## src/rtl/ualu_pkg.sv

```systemverilog
// Shared definitions for the unsigned ALU: operation and error codes and the
// control word that travels down the pipeline. No dependencies.
package ualu_pkg;

  localparam int unsigned DefaultDataWidth = 32;
  localparam int unsigned OpWidth          = 4;

  localparam logic [OpWidth-1:0] OP_CMP = 4'd0;
  localparam logic [OpWidth-1:0] OP_ADD = 4'd1;
  localparam logic [OpWidth-1:0] OP_SUB = 4'd2;
  localparam logic [OpWidth-1:0] OP_MUL = 4'd3;
  localparam logic [OpWidth-1:0] OP_DIV = 4'd4;
  localparam logic [OpWidth-1:0] OP_MOD = 4'd5;
  localparam logic [OpWidth-1:0] OP_AND = 4'd6;
  localparam logic [OpWidth-1:0] OP_OR  = 4'd7;
  localparam logic [OpWidth-1:0] OP_XOR = 4'd8;
  localparam logic [OpWidth-1:0] OP_NOT = 4'd9;
  localparam logic [OpWidth-1:0] OP_SHL = 4'd10;
  localparam logic [OpWidth-1:0] OP_SHR = 4'd11;

  localparam logic [1:0] ERR_NONE     = 2'd0;
  localparam logic [1:0] ERR_TYPE     = 2'd1;
  localparam logic [1:0] ERR_DIV_ZERO = 2'd2;

  localparam logic [1:0] CMP_EQ = 2'b00;
  localparam logic [1:0] CMP_GT = 2'b01;
  localparam logic [1:0] CMP_LT = 2'b11;

  // Control word carried alongside the datapath of every stage.
  typedef struct packed {
    logic [OpWidth-1:0] op;
    logic [1:0]         err;
    logic [1:0]         cmp;
    logic               zero_out;  // force result_value to zero
  } ctl_t;

endpackage

```

## src/rtl/ualu_stage.sv

```systemverilog
// One arithmetic pipeline stage: one restoring-division bit and, in the
// first stages, one byte of the multiplier. Depends on ualu_pkg.
module ualu_stage import ualu_pkg::*; #(
  parameter int unsigned DATA_WIDTH = DefaultDataWidth,
  parameter int unsigned STAGE      = 0
) (
  input  logic                  clk,
  input  logic                  rst,
  input  logic                  adv,
  input  logic                  in_valid,
  input  ctl_t                  in_ctl,
  input  logic [DATA_WIDTH-1:0] in_a,
  input  logic [DATA_WIDTH-1:0] in_b,
  input  logic [DATA_WIDTH-1:0] in_simple,
  input  logic [DATA_WIDTH-1:0] in_quo,
  input  logic [DATA_WIDTH-1:0] in_rem,
  input  logic [DATA_WIDTH-1:0] in_prod,
  output logic                  out_valid,
  output ctl_t                  out_ctl,
  output logic [DATA_WIDTH-1:0] out_a,
  output logic [DATA_WIDTH-1:0] out_b,
  output logic [DATA_WIDTH-1:0] out_simple,
  output logic [DATA_WIDTH-1:0] out_quo,
  output logic [DATA_WIDTH-1:0] out_rem,
  output logic [DATA_WIDTH-1:0] out_prod
);

  localparam int unsigned Chunks = (DATA_WIDTH + 7) / 8;
  localparam int unsigned ExtW   = Chunks * 8;

  logic [DATA_WIDTH:0]   trial;
  logic [DATA_WIDTH:0]   diff;
  logic [DATA_WIDTH-1:0] quo_next;
  logic [DATA_WIDTH-1:0] rem_next;
  logic [DATA_WIDTH-1:0] prod_next;
  logic [ExtW-1:0]       b_ext;
  logic [7:0]            b_byte;
  logic [DATA_WIDTH-1:0] partial;

  always_comb begin
    trial = {in_rem, in_quo[DATA_WIDTH-1]};
    diff  = trial - {1'b0, in_b};
    if (trial >= {1'b0, in_b}) begin
      rem_next = diff[DATA_WIDTH-1:0];
      quo_next = {in_quo[DATA_WIDTH-2:0], 1'b1};
    end else begin
      rem_next = trial[DATA_WIDTH-1:0];
      quo_next = {in_quo[DATA_WIDTH-2:0], 1'b0};
    end
  end

  generate
    if (STAGE < Chunks) begin : g_mul
      always_comb begin
        b_ext     = ExtW'(in_b);
        b_byte    = b_ext[8*STAGE +: 8];
        partial   = DATA_WIDTH'(in_a * DATA_WIDTH'(b_byte));
        prod_next = in_prod + (partial << (8 * STAGE));
      end
    end else begin : g_nomul
      always_comb begin
        b_ext     = '0;
        b_byte    = '0;
        partial   = '0;
        prod_next = in_prod;
      end
    end
  endgenerate

  always_ff @(posedge clk) begin
    if (rst) begin
      out_valid <= 1'b0;
    end else if (adv) begin
      out_valid <= in_valid;
    end
  end

  always_ff @(posedge clk) begin
    if (adv) begin
      out_ctl    <= in_ctl;
      out_a      <= in_a;
      out_b      <= in_b;
      out_simple <= in_simple;
      out_quo    <= quo_next;
      out_rem    <= rem_next;
      out_prod   <= prod_next;
    end
  end

endmodule

```

## config.mk

```make
export PLATFORM = sky130hd
export DESIGN_NAME = ualu_stage
export DESIGN_NICKNAME = d
export VERILOG_FILES = /design/src/rtl/ualu_pkg.sv /design/src/rtl/ualu_stage.sv
export SDC_FILE = /design/constraint.sdc
export NUM_CORES = 1
export LEC_CHECK = 0
export BUFFER_PORTS_ARGS = -buffer_cell sky130_fd_sc_hd__buf_4
export CORE_UTILIZATION = 55
export CTS_CLUSTER_DIAMETER = 40
export DETAILED_ROUTE_END_ITERATION = 10
export GPL_TIMING_DRIVEN = 1
export PLACE_DENSITY = 0.81
export SYNTH_ARGS = -nofsm -noshare
export SYNTH_HDL_FRONTEND = slang
export SYNTH_SLANG_ARGS = --single-unit
```

## constraint.sdc

```tcl
create_clock -name clk -period 6 [get_ports clk]
set_input_delay 0 -clock clk [delete_from_list [all_inputs] [get_ports clk]]
set_output_delay 0 -clock clk [all_outputs]
set_load 0.01 [all_outputs]
```

* After elaboration in Yosys (flattened, before gate mapping)
Cells that the tools add are included.
Word-level totals: register bits after elaboration 202, word-level logic and storage cells 17, output and inout bits 202, input port bits 205
Cells by class: $add $sub $neg 2, $mul 1, muxes and demuxes 2, $lt $le $gt $ge 1
Operators by type and width (number):
- $ge A33 B32 Y1 | 1
- $add A32 B32 Y32 | 1
- $mul A32 B8 Y32 | 1
- $mux W32 | 1
- $sub A32 B32 Y32 | 1
- $mux W1 | 1

* Depth between registers and ports, before layout
Gate-level depths: netlist of run 1.
word-level depth 2, depth in mapped cells 21, depth with buffers taken out 20

* Worst setup path after synthesis of run 1
No wires, ideal clock.
path type input to register, from input in_b[4], to register out_prod[31], data pin, cell stages on the path 20, path buffers 2, setup time 0.260 ns, path slack 1.207 ns, arrival 4.533 ns, data required time 5.740 ns, cell sequence clkbuf_1 -> clkbuf_1 -> nand2_1 -> fa_1 -> fa_1 -> inv_1 -> fa_1 -> inv_1 -> fa_1 -> inv_1 -> ha_1 -> a21o_1 -> a21oi_1 -> o31ai_1 -> a21o_1 -> a21oi_1 -> o21ai_0 -> a311oi_1 -> a21oi_1 -> xnor2_1
On the way: word-level cells in the longest chain between the ends 2
RTL lines:
- from (decl) | line ualu_stage.sv:13 | input logic [DATA_WIDTH-1:0] in_b,
- $mul A32 B8 Y32 | line ualu_stage.sv:57 | partial = DATA_WIDTH'(in_a * DATA_WIDTH'(b_byte));
- $add A32 B32 Y32 | line ualu_stage.sv:58 | prod_next = in_prod + (partial << (8 * STAGE));
- via prod_next[31] | line ualu_stage.sv:35 | logic [DATA_WIDTH-1:0] prod_next;
- to (signal assigned) | line ualu_stage.sv:86 | out_prod <= prod_next;
- to (decl) | line ualu_stage.sv:25 | output logic [DATA_WIDTH-1:0] out_prod
The timed path passes the listed nets, and every way through them passes these cells. A chain may end at the register's enable or synchronous reset.

* Final worst setup path of run 1
from input in_b[0], to register out_prod[31], data pin
The elaborated chain is that of the path after synthesis.

==> impl_metrics.yaml, run 1 <==
placed_design:
  hpwl_um: 31710
  io_buffers: 406
  placed_cell_area_um2: 19180
  gp_congestion: 0.9120
finish:
  mostFrequentLayoutCells: "407 x buf_4, 280 x inv_1, 201 x edfxtp_1"
  drive_gt1_frac: 0.2505
  nFillCells: 1629
  final_common_cell: "buf_4"
  syn_to_final_growth_pct: 39.30
  nets: 2426
  multi_input_area_um2: 8536
  ff_latch_area_um2: 6056
  final_area_um2: 22010
synthesis:
  mappedNetlistNets: 1839
  ys_async_sr_fraction: 0
  ys_seq_area_frac: 0.3832
  synth_ff_type: "edfxtp_1"
  synth_area_per_cell_um2: 11.50
  synthCells: 1374
  synth-edff-count: 201
  synth_cell_type_count: 58
  synth_area_um2: 15800
  ys_ff_latch: 202
  synth_warnings: 0
setup_path:
  cp.required_ps: 6240
  crit_type: "primary input to flop"
  end_kind: "flop"
  reg2regPathDepth: 3
  rrSetupSlack_ps: 4760
  worstPathCellList: "dlygate4sd3_1, buf_4, nand2_1, fa_1, inv_1, fa_1, fa_1, inv_1, fa_1, inv_1, ha_1, a21o_1, a21o_1, a21oi_1, o21ai_0, a21oi_1, o21ai_0, a311oi_1, a21oi_1, xnor2_1"
  cpMostUsedCell: "fa_1"
  r2r-end: "out_valid"
  start_kind: "primary input"
  reg2reg_from: "out_valid"
  crit_path_max_incr_delay_ps: 560
  crit_start: "in_b[0]"
  crit_path_end: "out_prod[31]"
  cp_max_fo: 34
  crit_arrival_ps: 5950
  timing.critical_path.slowest_stage_cell: "fa_1"
cts:
  cts_buffers: 35
  cts.path.max_buffers: 3
  cts-htree-levels: 2
  clk_latency_ps: 510
  cts_hold_buf: 171
  cts_setup_buffers: 0
  cts_tree: "done"
  root_buffer: "clkbuf_16"
  numClockSinks: 202
  clk_pin_slew_ps: 50
  post_cts_resized: 0
pwr:
  sw_frac_of_total: 0.3826
  powerDensity_nw_per_um2: 390.4
  power.static_leakage_nw: 10.43
  power_frac_clock: 0.226
  peakVddDrop_uv: 322.9
  internal_power_mw: 5.307
  seqPwrFrac: 0.243
  power.switching_mw: 3.289
  power_frac_comb: 0.531
floorplanning:
  dieWidth_um: 171.5
  die_area_um2: 29420
  die_h_um: 171.5
  core_um2: 28010
  ios: 407
  rows: 61
  start_util: 0.5642
route:
  ant_nets: 0
  viasPerCell: 5.400
  vias: 12770
  wl_per_cell_um: 20.57
  dr.first_iter.drc_count: 906
  drt-total-wl_um: 48620
  firstDrtPassIters: 7
  drc_errors: 0
timing:
  slew_violations: 0
  finalHoldViolCount: 0
  tns_ps: 0
  grt_setup_unrepaired: "no"
  worstMarginPinSlew_ps: 1094
  slew_headroom: 0.2709
  skew_ps: 0
  setup_violations: 0
  period_share: 0.9519
  post-route-min-period_ps: 5711
  clock.fmax_mhz: 175.1
outcome:
  status: "finished clean"
global_routing:
  overflow: 0
  grt_pass1_vias: 13680
  track_usage: 0.3353
  antenna_found_initial: 2
  grt_first_pass_wirelength_um: 74060
  grt_max_degree: 119
job:
  drv_cap: 0
hold_path:
  min_path_type: "primary input to flop"
cell usage after synthesis, types with 3 or more instances:
cell type / n / area, um2
or3_1: 4 / 25.02
ha_1: 73 / 913.4
nand2b_1: 8 / 50.05
o21ai_0: 33 / 165.2
or2_2: 3 / 18.77
inv_1: 280 / 1051
and3_1: 4 / 25.02
nand3_1: 14 / 70.07
a21oi_1: 49 / 245.2
xor2_1: 17 / 148.9
clkbuf_1: 23 / 86.33
nand2_1: 113 / 424.2
a31oi_1: 7 / 43.79
and2_1: 137 / 857.1
mux2_4: 27 / 405.4
nor2b_1: 7 / 43.79
edfxtp_1: 201 / 6036
nor3_1: 12 / 60.06
nor2_1: 29 / 108.9
o22ai_1: 3 / 18.77
xnor2_1: 49 / 429.2
fa_1: 187 / 3744
o21bai_1: 7 / 52.55
o211ai_1: 3 / 22.52
a21boi_0: 3 / 22.52
a21o_1: 29 / 217.7
nand4_1: 5 / 31.28
buf_12: 3 / 60.06
mux2i_1: 3 / 30.03
o21a_1: 5 / 37.54
flip-flops by register name, summed over array words and instances, names as in the netlist:
register    cells
out_a          32
out_b          32
out_prod       32
out_quo        32
out_rem        32
out_simple     32
out_ctl         9
out_valid       1
routing by layer:
metal  vias to the layer above  GRT usage  wire length, um
met2                       684     0.5781            24660
li1                       5616          -                -
met4                         0     0.2042             3042
met5                         -          0                0
met1                      6277     0.3851            17330
met3                       189    0.06673             3579
area by class of cell:
cell class | count | share of cell area
clock inverter | 19 | 0.009775
clock buffer | 41 | 0.04081
sequential | 202 | 0.2751
inverter | 280 | 0.04774
antenna | 2 | 0.0002273
multi-input combinational | 863 | 0.3877
timing repair buffer | 579 | 0.2172
tap | 378 | 0.02148
stage by stage:
step                      power [mW]  worst slack, ps  std cells  hold WS, ps  utilization
final                          8.596            288.5       2364        92.29       0.7859
after global routing           9.177            48.25       2364        132.3       0.7859
after CTS                      8.498            485.8       2362        71.15       0.7858
after detailed placement       6.429            495.4       2131        179.4       0.6849
after global placement         6.272            686.6       2131        157.8       0.6849
after floorplan                5.159             1207       1374        72.38            -
worst min-delay path by stage:
stage               start     endpoint  slack (ps)  cells after the start
2_1_floorplan         rst    out_valid          70                      1
3_3_place_gp          rst    out_valid         160                      2
3_5_place_dp    in_quo[0]   out_quo[1]         180                      1
4_1_cts        in_rem[31]  out_rem[31]          70                      4
5_1_grt        in_rem[31]  out_rem[31]         130                      4
6_report       in_rem[31]  out_rem[31]          90                      4
critical path: cells and delay by family:
| kind | cells | cell delay [ps] |
|---|---|---|
| adders and majority gates | 5 | 2410 |
| xor gates and xnor gates | 1 | 150 |
| buffers and inverters | 5 | 1110 |
| and+or+nand+nor | 1 | 140 |
| AOI/OAI and AO/OA | 8 | 2110 |
cells by family after synthesis:
logic type,share of synthesized area
simple gates,0.1131
buf+inv,0.07672
flops,0.3832
xor+xnor,0.03658
compound gates,0.06682
mux,0.02898
fa+ha+maj,0.2947
power groups by stage:
stage	logic [mW]	registers, mW	clock network [mW]
2_1_floorplan	2.95	2.21	0
3_3_place_gp	4.18	2.09	0
3_5_place_dp	4.33	2.10	0
4_1_cts	4.48	2.08	1.95
5_1_grt	5.04	2.11	2.04
6_report	4.56	2.09	1.95
Note: power is estimated with default switching activity, not from simulation.
==> inputs of run 2 (changes only) <==
CORE_MARGIN = 4   (was default)
CORE_UTILIZATION = 46   (was 55)
PLACE_DENSITY = 0.7   (was 0.81)
==> run 2 against run 1 <==
  * Routed wire length fell by 4.6%
  * Global-route usage decreased by 8.8 points
  * Register-to-register slack barely moved
  * Worst setup slack better by 170 ps
  * Largest power group unchanged
==> impl_metrics.yaml, run 2 (synthesis results as in run 1) <==
outcome:
  status: "finished clean"
timing:
  setup_violations: 0
  period_share: 0.9237
  tns_ps: 0
  fin_ws_ps: 457.5
  fin_hold_ws_ps: 28.62
  finalHoldViolCount: 0
  post-route-min-period_ps: 5542
  worstMarginPinSlew_ps: 1112
  grt_setup_unrepaired: "no"
  skew_ps: 0
  clock.fmax_mhz: 180.4
  slew_violations: 0
  slew_headroom: 0.2585
floorplanning:
  rows: 67
  die_area_um2: 37390
  ios: 407
  start_util: 0.4690
  dieWidth_um: 193.4
  core_um2: 33700
  die_h_um: 193.4
cts:
  cts.path.max_buffers: 3
  cts_setup_buffers: 0
  clk_latency_ps: 540
  clk_pin_slew_ps: 60
  cts-htree-levels: 2
  root_buffer: "clkbuf_16"
  post_cts_resized: 0
  cts_hold_buf: 168
  numClockSinks: 202
  cts_tree: "done"
  cts_buffers: 35
pwr:
  peakVddDrop_uv: 384.8
  power.static_leakage_nw: 10.44
  fin_total_pwr_mw: 8.436
  powerDensity_nw_per_um2: 382.1
global_routing:
  track_usage: 0.2475
  grt_max_degree: 91
  overflow: 0
  antenna_found_initial: 2
  grt_first_pass_wirelength_um: 73920
  grt_pass1_vias: 13090
placed_design:
  placed_cell_area_um2: 19310
  hpwl_um: 33970
  gp_congestion: 0.9188
  dpl.cell_count: 2206
  io_buffers: 406
  place_ws_ps: 575.3
hold_path:
  min_path_type: "primary input to flop"
  whs_path_depth: 1
finish:
  utilization: 0.6551
  final_area_um2: 22080
  fin_cells: 2438
  mostFrequentLayoutCells: "412 x buf_4, 280 x inv_1, 201 x edfxtp_1"
  nets: 2428
  drive_gt1_frac: 0.2586
  final_common_cell: "buf_4"
  syn_to_final_growth_pct: 39.70
setup_path:
  cp.required_ps: 6360
  end_kind: "flop"
  reg2regPathDepth: 3
  start_kind: "primary input"
  crit_type: "primary input to flop"
  cp_max_fo: 23
  crit_arrival_ps: 5900
route:
  drc_errors: 0
  vias: 12180
  wl_per_cell_um: 19.02
  viasPerCell: 4.995
  firstDrtPassIters: 8
  drt-total-wl_um: 46380
  ant_nets: 0
  dr.first_iter.drc_count: 712
job:
  drv_cap: 0
[run 2: critical path: stages]
cell and delay (ps):
dlygate4sd3_1 540, buf_4 310, nand2_1 160, fa_1 530, inv_1 50, fa_1 470, fa_1 540, inv_1 50
fa_1 480, inv_1 40, ha_1 360, a21o_1 210, nor3_1 200, o21ai_0 230, nand4_1 230, a31oi_1 200
o21a_1 320, o41ai_2 360, or4b_1 470, o211ai_1 110
[run 2: area by class of cell]
type                            count  area [um2]
Antenna cell                        2       5.005
Clock buffer                       36       879.6
Clock inverter                     26       201.4
Fill cell                        2531       11620
Inverter                          280        1051
Multi-Input combinational cell    863        8536
Sequential cell                   202        6056
Tap cell                          448       560.5
Timing Repair Buffer              581        4788
[run 2: final timing paths]
kind	from	endpoint	slack, ps
max	in_b[0]	out_prod[30]	460
max reg2reg	out_valid	out_valid	4770
min reg2reg	out_valid	out_valid	1170
min	adv	out_simple[26]	30
[run 2: metal layers]
layer,routed length [um],share of wire,vias up,track usage
li1,-,-,5618,-
met1,18460,0.40,6045,0.3120
met2,23720,0.51,449,0.4336
met3,2960,0.064,66,0.05323
met4,1238,0.027,0,0.06950
met5,0,0,-,0
[run 2: power by group]
group,switching (mW),internal (mW)
sequential,0.0733,2.00
combinational,2.47,2.05
clock,0.740,1.09
